==> config.mk <==
export PLATFORM = sky130hd
export DESIGN_NAME = nimber_multiplier_32_core
export DESIGN_NICKNAME = d
export VERILOG_FILES = /design/src/design/nm32_pkg.sv /design/src/design/nm32_unit.sv /design/src/design/nimber_multiplier_32_core.sv
export SDC_FILE = /design/constraint.sdc
export NUM_CORES = 1
export LEC_CHECK = 0
export BUFFER_PORTS_ARGS = -buffer_cell sky130_fd_sc_hd__clkbuf_2
export CAP_MARGIN = 5
export CORE_MARGIN = 3
export CORE_UTILIZATION = 35
export DETAILED_ROUTE_END_ITERATION = 8
export GPL_TIMING_DRIVEN = 0
export PLACE_DENSITY = 0.51
export SLEW_MARGIN = 0
export SYNTH_ARGS = -nofsm -noshare
export SYNTH_HDL_FRONTEND = slang
export SYNTH_SLANG_ARGS = --single-unit
==> constraint.sdc <==
create_clock -name clk_i -period 11.2 [get_ports clk_i]
set_clock_uncertainty 0.15 [all_clocks]
set_input_delay 0 -clock clk_i [delete_from_list [all_inputs] [get_ports clk_i]]
set_output_delay 0 -clock clk_i [all_outputs]
set_load 0.005 [all_outputs]
==> src/design/nm32_pkg.sv <==
// Shared constants, step codes and helper functions for the nimber multiplier.
package nm32_pkg;

  localparam int DEF_OPERAND_WIDTH = 32;
  localparam int MAX_FIELD_LEN     = 64;
  localparam int PORT_WIDTH        = 32;
  localparam int STEP_W            = 2;

  localparam logic [STEP_W-1:0] STEP_LO  = 2'd0;
  localparam logic [STEP_W-1:0] STEP_HI  = 2'd1;
  localparam logic [STEP_W-1:0] STEP_MID = 2'd2;
  localparam logic [STEP_W-1:0] STEP_FIX = 2'd3;

  function automatic int field_len(input int w);
    int len;
    len = 1;
    for (int i = 0; i < 7; i++) begin
      if (len < w && len < MAX_FIELD_LEN) begin
        len = len * 2;
      end
    end
    return len;
  endfunction

  function automatic int eff_width(input int w);
    return (w > MAX_FIELD_LEN) ? MAX_FIELD_LEN : w;
  endfunction

endpackage

==> src/design/nm32_unit.sv <==
// Shared half-width nim multiplier, built by recursive halving down to single bits.
module nm32_unit #(
  parameter int LEN = 16
) (
  input  logic [LEN-1:0] a_i,
  input  logic [LEN-1:0] b_i,
  output logic [LEN-1:0] p_o
);

  if (LEN <= 1) begin : g_leaf
    assign p_o = a_i & b_i;
  end else begin : g_node
    localparam int H = LEN / 2;
    localparam logic [H-1:0] HALF_FERMAT = H'(1) << (H - 1);

    logic [H-1:0] p_lo, p_hi, p_x, p_fix;

    nm32_unit #(.LEN(H)) u_lo (.a_i(a_i[H-1:0]), .b_i(b_i[H-1:0]), .p_o(p_lo));
    nm32_unit #(.LEN(H)) u_hi (.a_i(a_i[LEN-1:H]), .b_i(b_i[LEN-1:H]), .p_o(p_hi));
    nm32_unit #(.LEN(H)) u_x (
      .a_i(a_i[H-1:0] ^ a_i[LEN-1:H]),
      .b_i(b_i[H-1:0] ^ b_i[LEN-1:H]),
      .p_o(p_x)
    );
    nm32_unit #(.LEN(H)) u_fix (.a_i(p_hi), .b_i(HALF_FERMAT), .p_o(p_fix));

    assign p_o = {p_x ^ p_lo, p_lo ^ p_fix};
  end

endmodule

==> src/design/nimber_multiplier_32_core.sv <==
// Top level of the nimber multiplier: operand registers, four-step sequencer, output register.
// Each beat returns the nim product (multiplication in GF(2^L), addition is XOR) of its two
// operands, reduced to OPERAND_WIDTH bits and at most the 32-bit port. One half-width nim
// multiplier is reused over four Karatsuba-style steps (low, high, cross, reduction by the
// Fermat square); the result is loaded into the output register in the reduction step. The
// input stalls while a beat is in the unit or its result is still held, so no new beat is
// accepted until the previous result has been taken.
module nimber_multiplier_32_core #(
  parameter int OPERAND_WIDTH = nm32_pkg::DEF_OPERAND_WIDTH
) (
  input  logic                               clk_i,
  input  logic                               rst_ni,
  input  logic                               in_valid_i,
  output logic                               in_stall_o,
  input  logic [nm32_pkg::PORT_WIDTH-1:0]    left_operand_i,
  input  logic [nm32_pkg::PORT_WIDTH-1:0]    right_operand_i,
  output logic                               out_valid_o,
  input  logic                               out_stall_i,
  output logic [nm32_pkg::PORT_WIDTH-1:0]    nim_product_o
);
  import nm32_pkg::*;

  localparam int L = field_len(OPERAND_WIDTH);
  localparam int H = L / 2;
  localparam int W = eff_width(OPERAND_WIDTH);
  localparam logic [63:0] MASK64 = (W >= 64) ? {64{1'b1}} : ((64'd1 << W) - 64'd1);
  localparam logic [H-1:0] HALF_FERMAT = H'(1) << (H - 1);

  logic              busy_q, busy_d;
  logic [STEP_W-1:0] step_q, step_d;
  logic              out_valid_q, out_valid_d;
  logic [L-1:0]      a_q, b_q;
  logic [H-1:0]      plo_q, phi_q, mid_q;
  logic [PORT_WIDTH-1:0] res_q;
  logic [H-1:0]      ua, ub, up;
  logic [63:0]       a64, b64, full;
  logic              in_acc, out_acc;

  assign in_stall_o    = busy_q | out_valid_q;
  assign in_acc        = in_valid_i & ~in_stall_o;
  assign out_acc       = out_valid_q & ~out_stall_i;
  assign out_valid_o   = out_valid_q;
  assign nim_product_o = res_q;

  assign a64 = 64'(left_operand_i) & MASK64;
  assign b64 = 64'(right_operand_i) & MASK64;

  always_comb begin
    case (step_q)
      STEP_LO: begin
        ua = a_q[H-1:0];
        ub = b_q[H-1:0];
      end
      STEP_HI: begin
        ua = a_q[L-1:H];
        ub = b_q[L-1:H];
      end
      STEP_MID: begin
        ua = a_q[H-1:0] ^ a_q[L-1:H];
        ub = b_q[H-1:0] ^ b_q[L-1:H];
      end
      default: begin
        ua = phi_q;
        ub = HALF_FERMAT;
      end
    endcase
  end

  nm32_unit #(.LEN(H)) u_unit (.a_i(ua), .b_i(ub), .p_o(up));

  assign full = 64'({mid_q, up ^ plo_q}) & MASK64;

  always_comb begin
    busy_d      = busy_q;
    step_d      = step_q;
    out_valid_d = out_valid_q;
    if (out_acc) begin
      out_valid_d = 1'b0;
    end
    if (in_acc) begin
      busy_d = 1'b1;
      step_d = STEP_LO;
    end else if (busy_q) begin
      step_d = step_q + 1'b1;
      if (step_q == STEP_FIX) begin
        busy_d      = 1'b0;
        out_valid_d = 1'b1;
      end
    end
  end

  always_ff @(posedge clk_i or negedge rst_ni) begin
    if (!rst_ni) begin
      busy_q      <= 1'b0;
      step_q      <= STEP_LO;
      out_valid_q <= 1'b0;
    end else begin
      busy_q      <= busy_d;
      step_q      <= step_d;
      out_valid_q <= out_valid_d;
    end
  end

  always_ff @(posedge clk_i) begin
    if (in_acc) begin
      a_q <= a64[L-1:0];
      b_q <= b64[L-1:0];
    end
    if (busy_q) begin
      case (step_q)
        STEP_LO:  plo_q <= up;
        STEP_HI:  phi_q <= up;
        STEP_MID: mid_q <= up ^ plo_q;
        default:  res_q <= full[PORT_WIDTH-1:0];
      endcase
    end
  end

endmodule

# [After elaboration in Yosys (flattened, before gate mapping)]
# Cells that the tools add are included.
[op_classes] addsub=1 eq_ne=3 mux=11 n_bitwise=284 n_reduce_logical=7
[ops] operator="$xor 1x1->1" count=135
[ops] operator="$pmux 16 s3" count=2
[ops] operator="$xor 2x2->2" count=42
[ops] operator="$and 1x1->1" count=83
[ops] operator="$xor 4x4->4" count=13
[ops] operator="$xor 16x16->16" count=3
[ops] operator="$xor 8x8->8" count=4
[ops] operator="$reduce_and 2->1" count=4
[ops] operator="$mux 1" count=7
[ops] operator="$eq 2x2->1 const B" count=2
[ops] operator="$mux 2" count=2
[ops] operator="$not 1->1" count=3
[ops] operator="$reduce_or 3->1" count=1
[ops] operator="$add 2x1->2 const B" count=1
[ops] operator="$eq 2x1->1 const B" count=1
[ops] operator="$logic_not 2->1" count=1
[ops] operator="$reduce_bool 2->1" count=1
[ops] operator="$or 1x1->1" count=1
[word_totals] regBits=148 inputBits=68 out_inout_bits=34 word_cells=315

# [Depth between registers and ports, before layout]
[logic_depth] word_depth=15 ltp_mapped=16 ltp_nobuf=13

# [Cells and area by module]
# A second synthesis with hierarchy kept.
[hier_totals] hier_cells=1187 hier_area_um2=11971.5
[modules_own_cells] module="nimber_multiplier_32_core" instances=1 cells_each=345 area_each_um2=5768.0 seq_area_each_um2=4424.2
[modules_own_cells] module="nm32_unit at u_unit.g_node.u_fix.g_node.u_fix.g_node.u_fix ..." instances=64 cells_each=5 area_each_um2=38.8 seq_area_each_um2=0.0
[modules_own_cells] module="nm32_unit at u_unit.g_node.u_fix.g_node.u_fix.g_node.u_fix.g_node.u_fix ..." instances=256 cells_each=1 area_each_um2=6.3 seq_area_each_um2=0.0
[modules_own_cells] module="nm32_unit at u_unit.g_node.u_fix.g_node.u_fix ..." instances=16 cells_each=10 area_each_um2=77.6 seq_area_each_um2=0.0
[modules_own_cells] module="nm32_unit at u_unit.g_node.u_fix ..." instances=4 cells_each=18 area_each_um2=147.6 seq_area_each_um2=0.0
[modules_own_cells] module="nm32_unit at u_unit" instances=1 cells_each=34 area_each_um2=287.8 seq_area_each_um2=0.0

# [Worst setup path before layout]
# Ideal clock, no wire load.
[synth_path] path_type="reg-to-reg" startpoint="register step_q[0]" endpoint="register mid_q[15] (data pin)" setup_ns=0.271 t_arrival_ns=3.561 required_time_ns=10.779 setup_slack_ns=7.218 path_stages_with_launch=15 n_path_buf=2 period_less_slack_ns=3.982 cell_sequence="dfrtp_1 -> inv_1 -> ha_1 -> buf_6 -> buf_2 -> nor2b_1 -> o21ai_0 -> nand3_1 -> o221ai_1 -> xor2_1 -> mux2_2 -> a22oi_1 -> xor2_1 -> xnor3_1 -> xnor3_1"
[synth_between] elab_chain_len=12 word_cells_on_any_way=67 classes_between="eq/ne (2); mux (2); bitwise (62); reduce/logical (1)"
[synth_lines] item="from (decl)" line="nimber_multiplier_32_core.sv:30" text="logic [STEP_W-1:0] step_q, step_d;"
[synth_lines] item="from (signal assigned)" line="nimber_multiplier_32_core.sv:99" text="step_q <= step_d;"
[synth_lines] item="$eq 2x2->1, or another cell as far along" line="nimber_multiplier_32_core.sv:49" text="case (step_q)"
[synth_lines] item="$pmux 16 s3" line="nimber_multiplier_32_core.sv:49"
[synth_lines] item="$xor 8x8->8, on equally long branches" line="nm32_unit.sv:21, nm32_unit.sv:22"
[synth_lines] item="$xor 4x4->4, on equally long branches" line="nm32_unit.sv:21, nm32_unit.sv:22"
[synth_lines] item="$xor 2x2->2, on equally long branches" line="nm32_unit.sv:21, nm32_unit.sv:22"
[synth_lines] item="$xor 1x1->1, on equally long branches" line="nm32_unit.sv:21, nm32_unit.sv:22"
[synth_lines] item="$and 1x1->1" line="nm32_unit.sv:11" text="assign p_o = a_i & b_i;"
[synth_lines] item="$xor 1x1->1" line="nm32_unit.sv:27" text="assign p_o = {p_x ^ p_lo, p_lo ^ p_fix};"
[synth_lines] item="$xor 2x2->2" line="nm32_unit.sv:27"
[synth_lines] item="$xor 4x4->4" line="nm32_unit.sv:27"
[synth_lines] item="$xor 8x8->8 *" line="nm32_unit.sv:27"
[synth_lines] item="$xor 16x16->16 *"
[synth_lines] item="named net full[15]" line="nimber_multiplier_32_core.sv:36" text="logic [63:0] a64, b64, full;"
[synth_lines] item="to (signal assigned)" line="nimber_multiplier_32_core.sv:113" text="STEP_MID: mid_q <= up ^ plo_q;"
[synth_lines] item="to (decl)" line="nimber_multiplier_32_core.sv:33" text="logic [H-1:0] plo_q, phi_q, mid_q;"
# The timed path passes the listed nets; every way through them passes the cells marked *.
# A chain may end at the register's enable or synchronous reset.

# [Worst setup path after layout]
[layout_path] startpoint="register step_q[0]" endpoint="register mid_q[2] (data pin)"
[layout_between] elab_chain_len=14 word_cells_on_any_way=100 classes_between="eq/ne (2); mux (2); bitwise (95); reduce/logical (1)"
[layout_lines] item="$eq 2x2->1, or another cell as far along" line="nimber_multiplier_32_core.sv:49"
[layout_lines] item="$pmux 16 s3" line="nimber_multiplier_32_core.sv:49"
[layout_lines] item="$xor 4x4->4, on equally long branches" line="nm32_unit.sv:21, nm32_unit.sv:22"
[layout_lines] item="$xor 2x2->2, or another cell as far along" line="nm32_unit.sv:21" text=".a_i(a_i[H-1:0] ^ a_i[LEN-1:H]),"
[layout_lines] item="$xor 1x1->1, or another cell as far along" line="nm32_unit.sv:21"
[layout_lines] item="$and 1x1->1 / $xor 1x1->1 (equally long branches)" line="nm32_unit.sv:11, nm32_unit.sv:27"
[layout_lines] item="$xor 1x1->1, on equally long branches" line="nm32_unit.sv:27, nm32_unit.sv:21"
[layout_lines] item="$xor 2x2->2" line="nm32_unit.sv:27"
[layout_lines] item="$xor 4x4->4" line="nm32_unit.sv:27"
[layout_lines] item="$xor 1x1->1 / $xor 2x2->2 (equally long branches)" line="nm32_unit.sv:21"
[layout_lines] item="$xor 1x1->1" line="nm32_unit.sv:21"
[layout_lines] item="$xor 2x2->2" line="nm32_unit.sv:21"
[layout_lines] item="$xor 8x8->8 *" line="nm32_unit.sv:27"
[layout_lines] item="named net u_unit.p_o[2]" line="nm32_unit.sv:7" text="output logic [LEN-1:0] p_o"
[layout_lines] item="$xor 16x16->16 *"
[layout_lines] item="named net full[2]" line="nimber_multiplier_32_core.sv:36"
# Marks and branches as above.

==> reports/qor.txt <==
Slowest CP cell - clkbuf_1
Antenna viol nets, final - 0
Worst-Skew Late Latency - 0.45 ns
CTS root buffer - clkbuf_16
CTS tree - done
Remaining DRCs - 0
Cell variety after synth - 74
Syn-to-layout area delta - 23.4%
Dominant synthesized flop cell - edfxtp_1
Post-synth EDFFs - 144
Hold crit path type - input port to flip-flop
Critical Path Sink Type - flip-flop
Synth Net Count - 960
Post-CTS resize count - 0
Max incr delay on CP - 0.58 ns
Antenna violations before repair - 0
Final Hold Viols - 0
Clock sink count - 148
Worst Setup Start Kind - flip-flop
I/O pins - 102
Leading area contributor after synthesis - edfxtp_1
Final TNS setup - 0 ns
Synth top area cells - edfxtp_1 44%, xnor2_1 8.4%, xor2_1 5.8%
Layout cell share with drive strength beyond 1 - 20.0%
WP data arrival - 5.12 ns
Post-Syn Area - 9870 µm²
Slew Limit Headroom - 40.7%
Site Rows - 60
Synthesis Warnings - 0
Cell Chain, Critical Path - ha_1, buf_6, buf_12, buf_2, buf_2, buf_2, clkbuf_8, clkbuf_1, clkbuf_1, nor2_1, xnor2_1, xor3_1, xor2_1
Core ar. - 27300 µm²
Endpoints failing setup - 0
Chip height - 174 µm
Crit-path max FO - 10
Routed vias - 7459
Wire per inst - 18.4 µm
Port bufs - 101
CP top delay family - buffers and inverters
Die ar. - 30300 µm²
First-pass DRT Iterations - 6
Max Root-Sink Buffers - 2
WL final - 26.9 mm
RSZ-0062 raised after global routing - no
Post-route cell area - 12200 µm²
Post-synthesis register bit count - 148
Vias per cell - 5.10
Starting Density - 36.1%
Final Max Tran Viols - 0
Num CTS Buffers - 17
Status - finished clean
First-pass GRT wire length - 42.3 mm
Syn Area/Cell - 11.1 µm²
GR Overflow Total - 0
Maximum clock frequency - 196 MHz
CTS Hold Bufs - 68
Largest net degree at the start of global routing - 42
Gate Count Post-Synth - 888
CP Buf/Inv Count - 8
Total Routing Usage GR - 18.0%
Die Span X - 174 µm
Number of global-route vias before repair - 7348
CP Class - flip-flop to flip-flop
Fin crit period - 5.10 ns
Post-CTS setup buffer count - 0
CP dominant cell by count - buf_2
Max-cap violations - 0
Register area share after synthesis - 44.8%
Hpwl dp - 19.7 mm
Ant. Diodes - 0
Synth top area share - 43.8%
GPL Wtd Cong - 0.908
Ys async rst share - 2.70%
CTS H-Tree Depth - 4
Final period util - 45.6%
Worst Tran Pin Value - 0.890 ns
Clk slew on worst S/H paths - 0.08 ns
Placed inst area - 10900 µm²
WP data required - 11.22 ns
Nets - 1150
Initial DRC Count - 505
-- placed cells by master, fill, tap and decap left out, types with 10 or more instances in the layout --
| cell | n |
|---|---|
| nand2b_1 | 17 |
| nand3_1 | 28 |
| xnor2_1 | 95 |
| o21ai_1 | 11 |
| inv_1 | 27 |
| o221ai_1 | 10 |
| clkbuf_2 | 101 |
| o22ai_1 | 12 |
| edfxtp_1 | 144 |
| nor2b_1 | 17 |
| nor2_1 | 49 |
| nand2_1 | 81 |
| buf_6 | 10 |
| and3_1 | 11 |
| a21oi_1 | 38 |
| a22o_1 | 11 |
| or3_1 | 10 |
| mux2i_1 | 14 |
| dlygate4sd3_1 | 68 |
| clkbuf_16 | 17 |
| xnor3_1 | 18 |
| nor3_1 | 14 |
| o21ai_0 | 23 |
| xor2_1 | 65 |
-- layer usage --
metal	global-route usage [%]	vias up	wire length, µm
met5	0	-	0
met4	6.07	0	669
met3	2.97	43	1150
met2	30.2	195	12900
met1	23.8	3575	12200
li1	-	3646	-
-- state kept, by name, indices dropped and copies added, names as in the netlist --
name	cells
a_q	32
b_q	32
busy_q	1
mid_q	16
nim_product_o	32
out_valid_o	1
phi_q	16
plo_q	16
step_q	2
-- cell families after synthesis --
kind of cell / Yosys count / synth area share [%]
muxes: 17 / 1.79
xor gates and xnor gates: 188 / 20.2
DFF: 148 / 44.8
AOI/OAI and AO/OA: 207 / 16.1
buffers and inverters: 59 / 3.52
and+or+nand+nor: 265 / 13.1
adders and majority gates: 4 / 0.507
-- path summary, 6_finish.rpt --
path	start	endpoint	slack (ns)	cells past startpoint
min in group asynchronous	rst_ni	busy_q	0.32	3
max in group asynchronous	rst_ni	out_valid_o	10.38	3
hold reg to reg	mid_q[14]	nim_product_o[30]	0.26	0
hold / removal	left_operand_i[20]	a_q[20]	0.11	2
setup reg to reg	step_q[0]	mid_q[2]	6.10	13
setup / recovery	step_q[0]	mid_q[2]	6.10	13
-- cell type report --
cell class | count | area (µm²)
Fill cell | 2602 | 15100
Multi-Input combinational cell | 681 | 5110
Sequential cell | 148 | 4420
Timing Repair Buffer | 171 | 1230
Tap cell | 372 | 465
Clock buffer | 17 | 425
Buffer | 31 | 243
Clock inverter | 15 | 185
Inverter | 28 | 105
-- per-stage QoR --
step,instances,setup slack [ns],hold WS [ns],utilization [%]
finish,1463,6.10,0.106,44.6
global route,1463,5.80,0.113,44.6
CTS,1463,6.11,0.0967,44.6
detailed placement,1363,6.17,-0.331,39.9
global placement,1361,6.20,-0.329,39.7
floorplan,888,7.22,-0.446,-
-- Yosys cell counts, drive strengths merged (3+ instances only) --
master	count
edfxtp	144
xnor2	102
nand2	81
xor2	65
a21oi	54
nor2	54
o21ai	35
inv	28
nand3	28
buf	21
xnor3	20
nand2b	17
nor2b	17
o221ai	16
a22o	15
mux2i	15
nor3	14
o22ai	12
and3	11
clkbuf	10
or2	10
or3	10
a31oi	9
and2	9
o22a	9
a211oi	7
a22oi	7
o211a	6
a211o	5
nor3b	5
o211ai	5
o21a	5
a21o	4
dfrtp	4
ha	4
a32oi	3
nand4	3
o31ai	3
Power is not shown: default switching activity piles up to over one toggle a cycle in this logic, so the estimate is an artifact.
